--- config.mk ---
export PLATFORM = sky130hd
export DESIGN_NAME = cogr_ram
export DESIGN_NICKNAME = d
export VERILOG_FILES = /design/src/hdl/cogr_ram.sv
export SDC_FILE = /design/constraint.sdc
export NUM_CORES = 1
export LEC_CHECK = 0
export BUFFER_PORTS_ARGS = -buffer_cell sky130_fd_sc_hd__buf_2
export CORE_MARGIN = 1
export CORE_UTILIZATION = 60
export DETAILED_ROUTE_END_ITERATION = 6
export PLACE_DENSITY = 0.76
export REMOVE_ABC_BUFFERS = 1
export SETUP_SLACK_MARGIN = 0.4
export SLEW_MARGIN = 0
export SYNTH_ARGS = -nofsm -noshare
export SYNTH_HDL_FRONTEND = slang
export SYNTH_SLANG_ARGS = --single-unit
--- constraint.sdc ---
create_clock -name clk -period 2.9 [get_ports clk]
set_input_delay 0.58 -clock clk [delete_from_list [all_inputs] [get_ports clk]]
set_output_delay 0.58 -clock clk [all_outputs]
set_load 0.05 [all_outputs]
--- src/hdl/cogr_ram.sv ---
`timescale 1ns / 1ps

module cogr_ram #(
    parameter int WIDTH = 8,
    parameter int DEPTH = 64,
    localparam int AW = (DEPTH > 1) ? $clog2(DEPTH) : 1
) (
    input  logic             clk,
    input  logic             we,
    input  logic [AW-1:0]    waddr,
    input  logic [WIDTH-1:0] wdata,
    input  logic             re,
    input  logic [AW-1:0]    raddr,
    output logic [WIDTH-1:0] rdata
);

    logic [WIDTH-1:0] mem [DEPTH];
    logic [WIDTH-1:0] rdata_reg;

    always_ff @(posedge clk)
    begin
        if (we)
        begin
            mem[waddr] <= wdata;
        end
        if (re)
        begin
            rdata_reg <= mem[raddr];
        end
    end

    assign rdata = rdata_reg;

endmodule

# ---- After elaboration in Yosys (flattened, before gate mapping)
# Memories as Yosys holds them, arrays and structs flattened. A register that Yosys moved wholly into a read port is not among the register bits.
# Index checks and enable logic that the tools add are counted.
dict set report totals {
  ff_bits 0
  ramBits 512
  inputBits 23
  output_inout_bits 8
  memories 1
}
dict set report classes {
  n_mux 2
}
# memory depth width read_ports rd_ports_with_merged_regs wr line
set mem_list {}
lappend mem_list {mem 64 8 1 1 1 17} ;# logic [WIDTH-1:0] mem [DEPTH];
# op n
set ops {}
lappend ops {{2-to-1 mux 1 bit} 2}

# ---- Logic depth before layout (Yosys ltp)
dict set report depth {
  depth_word 2
  depth_mapped 9
  mapped_depth_nobuf 5
}

# ---- Worst setup path after synthesis
# OpenSTA, ideal clock, no wires.
dict set report synth_timing {
  path_type {input -> register}
  startpoint {in raddr[1]}
  endpoint {reg rdata_reg[3] (netlist: rdata[3]), read port of mem, data pin}
  setup_ns 0.266
  arrival_ns 2.120
  t_required_ns 2.634
  slack_ns 0.514
  cell_stages 7
  n_path_buf 3
  cell_sequence {buf_4 > buf_2 > buf_2 > mux4_2 > mux4_2 > o21ai_1 > o41ai_1}
}
# element line
set synth_rtl {}
lappend synth_rtl {{start, declared} 13} ;# input logic [AW-1:0] raddr,
lappend synth_rtl {{end, declared} 18} ;# logic [WIDTH-1:0] rdata_reg;

==> results.md <==
- Cell Area, Synth: 20200 sq um
- Share of the clock period used by the worst path: 79.8%
- Util after Layout: 71.1%
- TritonCTS clock tree: built
- Crit. path cell count: 6
- VDD IR-drop max: 0.509 mV
- Clock sink count: 520
- Die width: 186 um
- Worst-path clk slew: 0.06 ns
- Port Buffer Count: 30
- P_leak: 7.55 nW
- Vias per cell: 6.51
- Critical Path Source Type: input port
- Dpl hpwl: 28.5 mm
- Post-place setup slack: -0.126 ns
- Num ports: 31
- Most common cell after layout, fill and taps aside: edfxtp_1
- Unrepaired setup endpoints after global routing: false
- Worst-margin pin slew: 0.829 ns
- Max-Cap Viols: 0
- WL/cell: 29.3 um
- First-pass DRT Iterations: 5
- DRC: 0
- Number of synthesized flops with an enable pin: 520
- Synth area leaders: edfxtp_1, mux4_2, nor2_1
- Crit-path cells: clkbuf_8 > buf_4 > mux4_2 > mux4_2 > o21ai_1 > nand2_1
- Post-route ant nets: 0
- Arrival @ worst endpoint: 2.61 ns
- Sequential share of the synthesized area: 77.1%
- Cts bufs inserted: 50
- Area growth from synthesis to layout: 15.4%
- Die H: 186 um
- Antenna violations before repair: 2
- Hold-fix buffers, CTS: 0
- Grt ovf: 0
- Crit path top cell by count: mux4_2
- Clk root buf: clkbuf_16
- Main synth FF type: edfxtp_1
- Top cell type's share of synthesized area: 77.1%
- Setup ws final: 0.586 ns
- Hold Path Class: input port to register
- Syn Inst Count: 940
- Max Root-Sink Buffers: 3
- Final hold vios: 0
- CP Data Required Time: 3.19 ns
- Critical path's top delay family: multiplexers
- Initial Util: 61.6%
- Max transition margin: 44.8%
- Vias in the first global route: 10400
- Vias post-DR: 10200
- GRT met1 Usage: 40.2%
- CP Max Fanout: 16
- Reg2Reg Setup Slack: 0.70 ns
- Cells on worst reg2reg path: 5
- Die area: 34500 sq um
- Worst path max stage delay: 0.55 ns
- Synth Register Bits: 520
- Detailed Route WL: 46.1 mm
- Clock Skews: 0.0121 ns
- GR Layer Usage met2: 45.1%
- TNS Setup: 0 ns
- H-tree levels: 2
- Post-CTS setup buffer count: 0
- Clock period minus worst slack: 2.31 ns
- Outcome: complete, no violations
- Yosys Warn Count: 0
- Final Power: 16.0 mW
- Layout cells sized above 1: 31.5%
- Core ar.: 32900 sq um
- Endpoint class of the critical path: register
- Commonest cells after routing, fill and taps aside: edfxtp_1, mux4_2, buf_4, nor2_1, clkbuf_16
- # setup viols final: 0
- Bufs and invs on worst path: 2
- Drt first-iter violations: 1398
- Asr flop ratio synth: 0%
- Largest net degree at the start of global routing: 65
- RD Place Congestion: 0.933
- Post-synth cell types: 39
- Worst Hold Depth: 1
- PwrDens: 685 nW/um^2
- Worst-Skew Late Latency: 0.56 ns
- Placement row count: 66
- Global Route met3 Usage: 4.87%
- Filler Cell Count: 1931
- Global-route usage over all layers: 28.1%
- Global-route wire length before repair: 68.0 mm
- Slew Limit Fails: 0
- Critical path type: input port to register
- Crit-path slowest cell: mux4_2
- Max reg flops: 512
- Fmax: 432 MHz
- Synthesized area per cell: 21.5 sq um
- Gr busiest metal: met2
- Top cell type by total area after synthesis: edfxtp_1
- Nets: 1109
-- metrics by stage --
step	hold WS [ns]	cell area, sq um	cells
after floorplan	0.679	19900	889
after detailed placement	0.901	21600	1476
after CTS	0.424	23400	1569
final	0.450	23400	1570
after global routing	0.432	23400	1570
after global placement	0.896	21600	1476
-- cells in the mapped netlist (all sizes together) (7+ instances only) --
| cell type | n |
|---|---|
| edfxtp | 520 |
| mux4 | 126 |
| nor2 | 83 |
| buf | 34 |
| mux2i | 23 |
| nand2 | 19 |
| clkbuf | 17 |
| nor2b | 14 |
| mux2 | 13 |
| nand3 | 13 |
| o221ai | 8 |
| o22ai | 8 |
| nand2b | 7 |
| nor3 | 7 |
-- area by class of cell --
class	count	area [sq um]	share of cell area [%]
Multi-Input combinational cell	369	4320	18.5
Antenna cell	1	2.50	0.0107
Sequential cell	520	15600	66.8
Clock buffer	66	1380	5.88
Tap cell	442	553	2.37
Clock inverter	27	354	1.52
Timing Repair Buffer	145	1150	4.93
-- cells by family (layout without fill, tap and decap cells) --
logic type             Yosys count  count (layout)  synth area share, %
flip-flops                     520             520                 77.1
AO/OA/AOI/OAI                   54              54                 2.06
AND/OR/NAND/NOR                153             153                 3.37
multiplexers                   162             162                 15.9
buffers and inverters           51             238                 1.56
other                            0               1                    0
-- power breakdown --
group	switching [mW]	internal, mW
Combinational	0.523	0.334
Clock	2.67	4.13
Sequential	0.0255	8.33
Total	3.22	12.8
-- worst paths after layout --
check,start,endpoint
worst min register to register,mem[30][6]$_DFFE_PP_,rdata[6]$_DFFE_PP_
worst min-delay path,re,rdata[4]$_DFFE_PP_
worst max register to register,mem[29][4]$_DFFE_PP_,rdata[4]$_DFFE_PP_
worst max-delay path,raddr[0],rdata[7]$_DFFE_PP_
-- routing by layer --
metal  up-vias  wire length (um)
met5         -                 0
met4         0              1060
met3        76              4360
met2       583             22800
met1      5333             17900
li1       4225                 -
-- what timing repair did --
action | 4_1_cts | 5_1_grt
hold endpoints to repair | 0 | 0
gates resized for setup | 0 | 1
setup endpoints to repair | 0 | 1
Note: power is estimated with default switching activity, not from simulation.
