**config.mk**
```make
export PLATFORM = sky130hd
export DESIGN_NAME = cogr_scan_unit
export DESIGN_NICKNAME = d
export VERILOG_FILES = /design/src/hdl/cogr_pkg.sv /design/src/hdl/cogr_scan_unit.sv
export SDC_FILE = /design/constraint.sdc
export NUM_CORES = 2
export LEC_CHECK = 0
export ABC_AREA = 0
export BUFFER_PORTS_ARGS = -buffer_cell sky130_fd_sc_hd__buf_2
export CORE_UTILIZATION = 35
export CTS_BUF_LIST = sky130_fd_sc_hd__clkbuf_4 sky130_fd_sc_hd__clkbuf_8
export DETAILED_ROUTE_END_ITERATION = 10
export PLACE_DENSITY_LB_ADDON = 0.2
export SLEW_MARGIN = 30
export SYNTH_ARGS = -nofsm -noshare
export SYNTH_HDL_FRONTEND = slang
export SYNTH_SLANG_ARGS = --single-unit
export TNS_END_PERCENT = 1
```
**constraint.sdc**
```tcl
create_clock -name clk -period 8.2 [get_ports clk]
set_input_delay 0 -clock clk [delete_from_list [all_inputs] [get_ports clk]]
set_output_delay 0 -clock clk [all_outputs]
set_load 0.02 [all_outputs]
```
**src/hdl/cogr_pkg.sv**
```systemverilog
`timescale 1ns / 1ps

package cogr_pkg;

    // Defaults for the top-level parameters
    localparam int MAX_OBSTACLES_DEF = 64;
    localparam int MAX_DIM_DEF       = 1024;

    // Signed width of a doubled cell-center coordinate
    localparam int CTR_W  = 26;
    // Signed width of a doubled center-to-obstacle distance
    localparam int DIST_W = 27;
    // Stored obstacle record width
    localparam int OBS_W  = 47;

    // Operation codes carried in the input item
    localparam logic [1:0] OP_ADD   = 2'd0;
    localparam logic [1:0] OP_QUERY = 2'd1;
    localparam logic [1:0] OP_CLEAR = 2'd2;

    // Configuration register indexes
    localparam logic [2:0] REG_CELL_SIZE = 3'd0;
    localparam logic [2:0] REG_ORIGIN_X  = 3'd1;
    localparam logic [2:0] REG_ORIGIN_Y  = 3'd2;
    localparam logic [2:0] REG_GRID_ROWS = 3'd3;
    localparam logic [2:0] REG_GRID_COLS = 3'd4;

    typedef struct packed {
        logic signed [15:0] x;
        logic signed [15:0] y;
        logic        [14:0] radius;
    } obstacle_t;

    // Status of the scan unit toward the sequencer
    typedef struct packed {
        logic busy;
        logic valid;
        logic hit;
        logic match;
    } scan_res_t;

endpackage

```
**src/hdl/cogr_scan_unit.sv**
```systemverilog
`timescale 1ns / 1ps

// Two-stage distance unit: one stored obstacle enters per cycle.
module cogr_scan_unit (
    input  logic                              clk,
    input  logic                              rst_n,
    input  logic                              ent_valid,
    input  cogr_pkg::obstacle_t               ent,
    input  cogr_pkg::obstacle_t               probe,
    input  logic signed [cogr_pkg::CTR_W-1:0] center_x,
    input  logic signed [cogr_pkg::CTR_W-1:0] center_y,
    output cogr_pkg::scan_res_t               res
);

    localparam int DW = cogr_pkg::DIST_W;

    logic                   v1_reg;
    logic                   v2_reg;
    logic signed [DW-1:0]   dx_reg;
    logic signed [DW-1:0]   dy_reg;
    logic        [15:0]     r2_reg;
    logic                   match1_reg;
    logic        [2*DW-1:0] dx2_reg;
    logic        [2*DW-1:0] dy2_reg;
    logic        [31:0]     rr_reg;
    logic                   match2_reg;

    logic signed [DW-1:0]   dx_next;
    logic signed [DW-1:0]   dy_next;
    logic signed [2*DW-1:0] sq_x;
    logic signed [2*DW-1:0] sq_y;
    logic        [2*DW:0]   dist_sum;

    assign dx_next  = DW'(center_x) - (DW'(ent.x) <<< 1);
    assign dy_next  = DW'(center_y) - (DW'(ent.y) <<< 1);
    assign sq_x     = dx_reg * dx_reg;
    assign sq_y     = dy_reg * dy_reg;
    assign dist_sum = {1'b0, dx2_reg} + {1'b0, dy2_reg};

    always_ff @(posedge clk or negedge rst_n)
    begin
        if (!rst_n)
        begin
            v1_reg <= 1'b0;
            v2_reg <= 1'b0;
        end
        else
        begin
            v1_reg <= ent_valid;
            v2_reg <= v1_reg;
        end
    end

    always_ff @(posedge clk)
    begin
        dx_reg     <= dx_next;
        dy_reg     <= dy_next;
        r2_reg     <= {ent.radius, 1'b0};
        match1_reg <= (ent == probe);
        dx2_reg    <= $unsigned(sq_x);
        dy2_reg    <= $unsigned(sq_y);
        rr_reg     <= r2_reg * r2_reg;
        match2_reg <= match1_reg;
    end

    always_comb
    begin
        res.busy  = v1_reg | v2_reg;
        res.valid = v2_reg;
        res.hit   = v2_reg && (dist_sum <= (2*DW+1)'(rr_reg));
        res.match = v2_reg && match2_reg;
    end

endmodule

```
# Yosys cells after proc, flatten, opt, wreduce, memory -nomap -nowiden
# Index checks and enable logic that the tools add are counted.
[totals]
out_inout_bits = 4
ff_bits = 213
in_bits = 149
wordCells = 21
[op_classes]
n_addsub = 3
magnitude_cmp = 1
reduce_logical = 2
eq_ne = 1
mul = 3
n_bitwise = 1
[ops]
columns = ["operator", "count"]
rows = [
  ["27-bit by 27-bit multiplier with 54-bit output", 2],
  ["54-bit by 54-bit adder with 55-bit output", 1],
  ["55-bit by 32-bit less-or-equal comparator with 1-bit output", 1],
  ["26-bit by 17-bit subtractor with 27-bit output", 2],
  ["47-bit == test", 1],
  ["15-bit by 15-bit multiplier with 30-bit output", 1],
  ["1-bit logical AND", 2],
  ["1-bit OR", 1],
]

# Longest topological paths before layout
[depth]
depth_word = 3
ltp_mapped = 31

# Worst setup path before layout
# No wires, ideal clock.
[synth_timing]
path_kind = "flip-flop to flip-flop"
startpoint = "reg dx_reg[15]"
endpoint = "reg dx2_reg[50]"
path_buffers = 2
required_time_ps = 8064
setup_time_ps = 136
period_less_slack_ps = 7413
stages_incl_launch_ff = 29
setup_slack_ps = 787
arrival_time_ps = 7277
path_cell_list = "dfxtp_1 -> clkbuf_1 -> clkbuf_1 -> nand2_1 -> fa_1 -> inv_1 -> fa_1 -> inv_1 -> fa_1 -> inv_1 -> ha_1 -> fa_1 -> fa_1 -> inv_1 -> fa_1 -> inv_1 -> ha_1 -> a21o_1 -> a21o_1 -> a211o_1 -> a311o_1 -> o31ai_1 -> a31oi_1 -> a21oi_1 -> o21a_1 -> o21ai_0 -> a31oi_1 -> o41ai_1 -> xor2_1"
[synth_between]
elab_chain_len = 1
[synth_rtl]
columns = ["item", "line", "source"]
rows = [
  ["start: declaration", "cogr_scan_unit.sv:19", "logic signed [DW-1:0] dx_reg;"],
  ["start signal: assignment", "cogr_scan_unit.sv:56", "dx_reg <= dx_next;"],
  ["27-bit by 27-bit multiplier with 54-bit output", "cogr_scan_unit.sv:36", "assign sq_x = dx_reg * dx_reg;"],
  ["named net sq_x[50]", "cogr_scan_unit.sv:30", "logic signed [2*DW-1:0] sq_x;"],
  ["end signal: assignment", "cogr_scan_unit.sv:60", "dx2_reg <= $unsigned(sq_x);"],
  ["end: declaration", "cogr_scan_unit.sv:23", "logic [2*DW-1:0] dx2_reg;"],
]
# The timed path passes the listed nets, and every way through them passes these cells.

# Worst setup path after layout
[layout_timing]
startpoint = "reg dy_reg[24]"
endpoint = "reg dy2_reg[52]"
[layout_between]
elab_chain_len = 1
[layout_rtl]
columns = ["item", "line", "source"]
rows = [
  ["start: declaration", "cogr_scan_unit.sv:20", "logic signed [DW-1:0] dy_reg;"],
  ["start signal: assignment", "cogr_scan_unit.sv:57", "dy_reg <= dy_next;"],
  ["27-bit by 27-bit multiplier with 54-bit output", "cogr_scan_unit.sv:37", "assign sq_y = dy_reg * dy_reg;"],
  ["named net sq_y[52]", "cogr_scan_unit.sv:31", "logic signed [2*DW-1:0] sq_y;"],
  ["end signal: assignment", "cogr_scan_unit.sv:61", "dy2_reg <= $unsigned(sq_y);"],
  ["end: declaration", "cogr_scan_unit.sv:24", "logic [2*DW-1:0] dy2_reg;"],
]
# The timed path passes the listed nets, and every way through them passes these cells.

==> flow_summary.ini <==
[run_status]
outcome = completed

[synthesis]
synthCells = 6852
seq_area_frac_synth = 0.06540
synth_net_count = 9114
synth-edff-count = 0
netlist_area_mm2 = 0.06382
synth-seq-cells = 208
asyncSetResetFlopFracSynth = 0.009615
synth.distinct_cells = 80
postSynth.topFlopCell = sky130_fd_sc_hd__dfxtp_1
syn_avg_cell_area_um2 = 9.314
synth_warnings = 0

[cts]
total_clock_buffers_created_by_cts = 46
htree_num_levels = 2
root_buffer = sky130_fd_sc_hd__clkbuf_8
max-clock-path-buffers = 3
cts_clk_pin_slew_worst_paths_ns = 0.06
clkSinkCount = 208
insertion_delay_ns = 0.72
cts_tree = built

[setup_path]
critical_path_required_ns = 8.78
critical_path.endpoint_type = flip-flop
critPathArrivalTime_ns = 8.42
setup.worst_path.start_class = flip-flop
worst-path-max-fanout = 8
r2r.worst_path.cells = 24
worstSetupPathType = reg2reg

[die]
fp.coreArea_mm2 = 0.1809
floorplan.die_area_mm2 = 0.1841
start_util = 0.3527
fp.dieH_um = 429.0
rows = 156
die_width_um = 429.0
io_pins = 153

[placement]
gp_weighted_congestion = 0.9020
port_buf_inserts = 152
dp_hpwl_mm = 155.1
place_worst_setup_slack_ns = -0.004212
placedInstanceArea_mm2 = 0.06804

[sta]
final_min_period_over_clock_period = 0.9564
timing.slew.headroom = 0.3957
max_clock_freq_mhz = 127.5
layout_min_cycle_time_ns = 7.843
fin_skew_ns = 0.07086
max_slew.worst_pin.slew_ns = 0.9034
report.final.setup_viol = 0
report.final.slew_viol_count = 0
fin_hold_viols = 0
hold_slack_ns = 0.07197
rsz_0062_raised_after_global_routing = yes
worst_slack_ns = 0.3574

[route]
wirelength_mm = 176.8
drtAntennaViolNets = 0
via_count = 44900
detail_route.first_pass.iterations = 5
routed_wire_length_per_instance_um = 18.47
detail_route.drc_violations = 0
drt_iter0_drc = 2315
via_per_inst = 4.692

[finish]
commonest_non_fill_non_tap_cells_in_the_layout = sky130_fd_sc_hd__inv_1, sky130_fd_sc_hd__fa_1, sky130_fd_sc_hd__ha_1
syn2layout_area_growth_pct = 10.76
finish.net_count = 9428
n_antenna_cell = 0
postLayoutCellArea_mm2 = 0.07069
drive_above_1_share = 0.06333
layout.cells.most_common = sky130_fd_sc_hd__inv_1

[global_routing]
global_route.usage.total = 0.1999
grt_pass1_vias = 50510
global_route_wire_length_before_repair_mm = 284.5
initial_antenna_violation_count = 1
grt_max_degree = 30
gr-total-overflow = 0

[worst_hold_path]
holdPathStages = 5
hold_class = in2reg

[job]
max_cap_viol_count = 0
[layout make-up]
class | instances | area (um^2)
Clock inverter | 17 | 235.2
Sequential cell | 208 | 4194
Clock buffer | 65 | 832.0
Tap cell | 2370 | 2965
Inverter | 2020 | 7594
Fill cell | 18340 | 110200
Timing Repair Buffer | 447 | 3417
Multi-Input combinational cell | 4443 | 51450
[per-stage QoR]
step	std cells	util	TNS [ns]
finish	9570	0.3907	0
global route	9570	0.3907	-0.05810
CTS	9562	0.3898	0
detailed placement	9339	0.3761	-0.004212
global placement	9339	0.3761	0
floorplan	6852	-	0
[worst paths after layout]
check	startpoint	to	slack, ns
worst max-delay path	dy_reg[24]	dy2_reg[52]	0.36
worst max register to register	dy_reg[24]	dy2_reg[52]	0.36
min in group asynchronous	rst_n	v2_reg	0.16
max in group asynchronous	rst_n	v1_reg	7.91
worst min-delay path	ent[25]	dy_reg[12]	0.07
worst min register to register	match1_reg	match2_reg	0.34
[critical path: stages, from the launching register on]
cell and delay [ns]:
sky130_fd_sc_hd__dfxtp_1 0.70, sky130_fd_sc_hd__inv_1 0.12, sky130_fd_sc_hd__nor2_1 0.33, sky130_fd_sc_hd__fa_1 0.51, sky130_fd_sc_hd__fa_1 0.51, sky130_fd_sc_hd__fa_1 0.52
sky130_fd_sc_hd__inv_1 0.05, sky130_fd_sc_hd__fa_1 0.48, sky130_fd_sc_hd__fa_1 0.52, sky130_fd_sc_hd__inv_1 0.06, sky130_fd_sc_hd__fa_1 0.54, sky130_fd_sc_hd__inv_1 0.06
sky130_fd_sc_hd__fa_1 0.57, sky130_fd_sc_hd__inv_1 0.07, sky130_fd_sc_hd__ha_1 0.38, sky130_fd_sc_hd__nand4_1 0.10, sky130_fd_sc_hd__inv_1 0.12, sky130_fd_sc_hd__o2111ai_1 0.25
sky130_fd_sc_hd__a21oi_1 0.32, sky130_fd_sc_hd__o2111ai_1 0.20, sky130_fd_sc_hd__a31oi_1 0.35, sky130_fd_sc_hd__a31oi_1 0.24, sky130_fd_sc_hd__o311ai_0 0.42, sky130_fd_sc_hd__a21oi_1 0.15
sky130_fd_sc_hd__xnor2_1 0.15
[per-layer routing]
layer,track usage,part of all wire,vias up,wire [um]
met5,0,0,-,0
met4,0.07409,0.044,0,7812
met3,0.02304,0.038,209,6795
met2,0.3509,0.50,791,88450
met1,0.2515,0.42,23090,73750
li1,-,-,20810,-
[Yosys cell counts (25+ instances only)]
cell type	number	area (um^2)
sky130_fd_sc_hd__nor2b_1	43	269.0
sky130_fd_sc_hd__xnor2_1	168	1471
sky130_fd_sc_hd__a21o_1	95	713.2
sky130_fd_sc_hd__nand2_1	557	2091
sky130_fd_sc_hd__nand4_1	34	212.7
sky130_fd_sc_hd__a21oi_1	190	950.9
sky130_fd_sc_hd__xor2_1	116	1016
sky130_fd_sc_hd__nand3_1	54	270.3
sky130_fd_sc_hd__dfxtp_1	206	4124
sky130_fd_sc_hd__o21a_1	28	210.2
sky130_fd_sc_hd__and2_1	305	1908
sky130_fd_sc_hd__ha_1	575	7194
sky130_fd_sc_hd__fa_1	1538	30790
sky130_fd_sc_hd__nor3_1	54	270.3
sky130_fd_sc_hd__nand2b_1	39	244.0
sky130_fd_sc_hd__o21ai_0	106	530.5
sky130_fd_sc_hd__o21bai_1	25	187.7
sky130_fd_sc_hd__inv_1	2011	7548
sky130_fd_sc_hd__nor2_1	247	927.1
sky130_fd_sc_hd__clkbuf_1	170	638.1
[cell families after synthesis]
group	share of synthesized area
buf+inv	0.1296
fa+ha+maj	0.5951
simple gates	0.1058
compound gates	0.06362
xor+xnor	0.03897
flops	0.06540
mux	0.001470
[what timing repair did]
| item | 4_1_cts | 5_1_grt |
|---|---|---|
| pin swaps | 1 | 0 |
| endpoints found under the hold margin | 73 | 0 |
| setup endpoints to repair | 2 | 29 |
| gates resized for setup | 1 | 32 |
| hold buffers | 140 | 0 |
| buffers inserted | 1 | 8 |
Power is not shown: default switching activity piles up to over one toggle a cycle in this logic, so the estimate is an artifact.
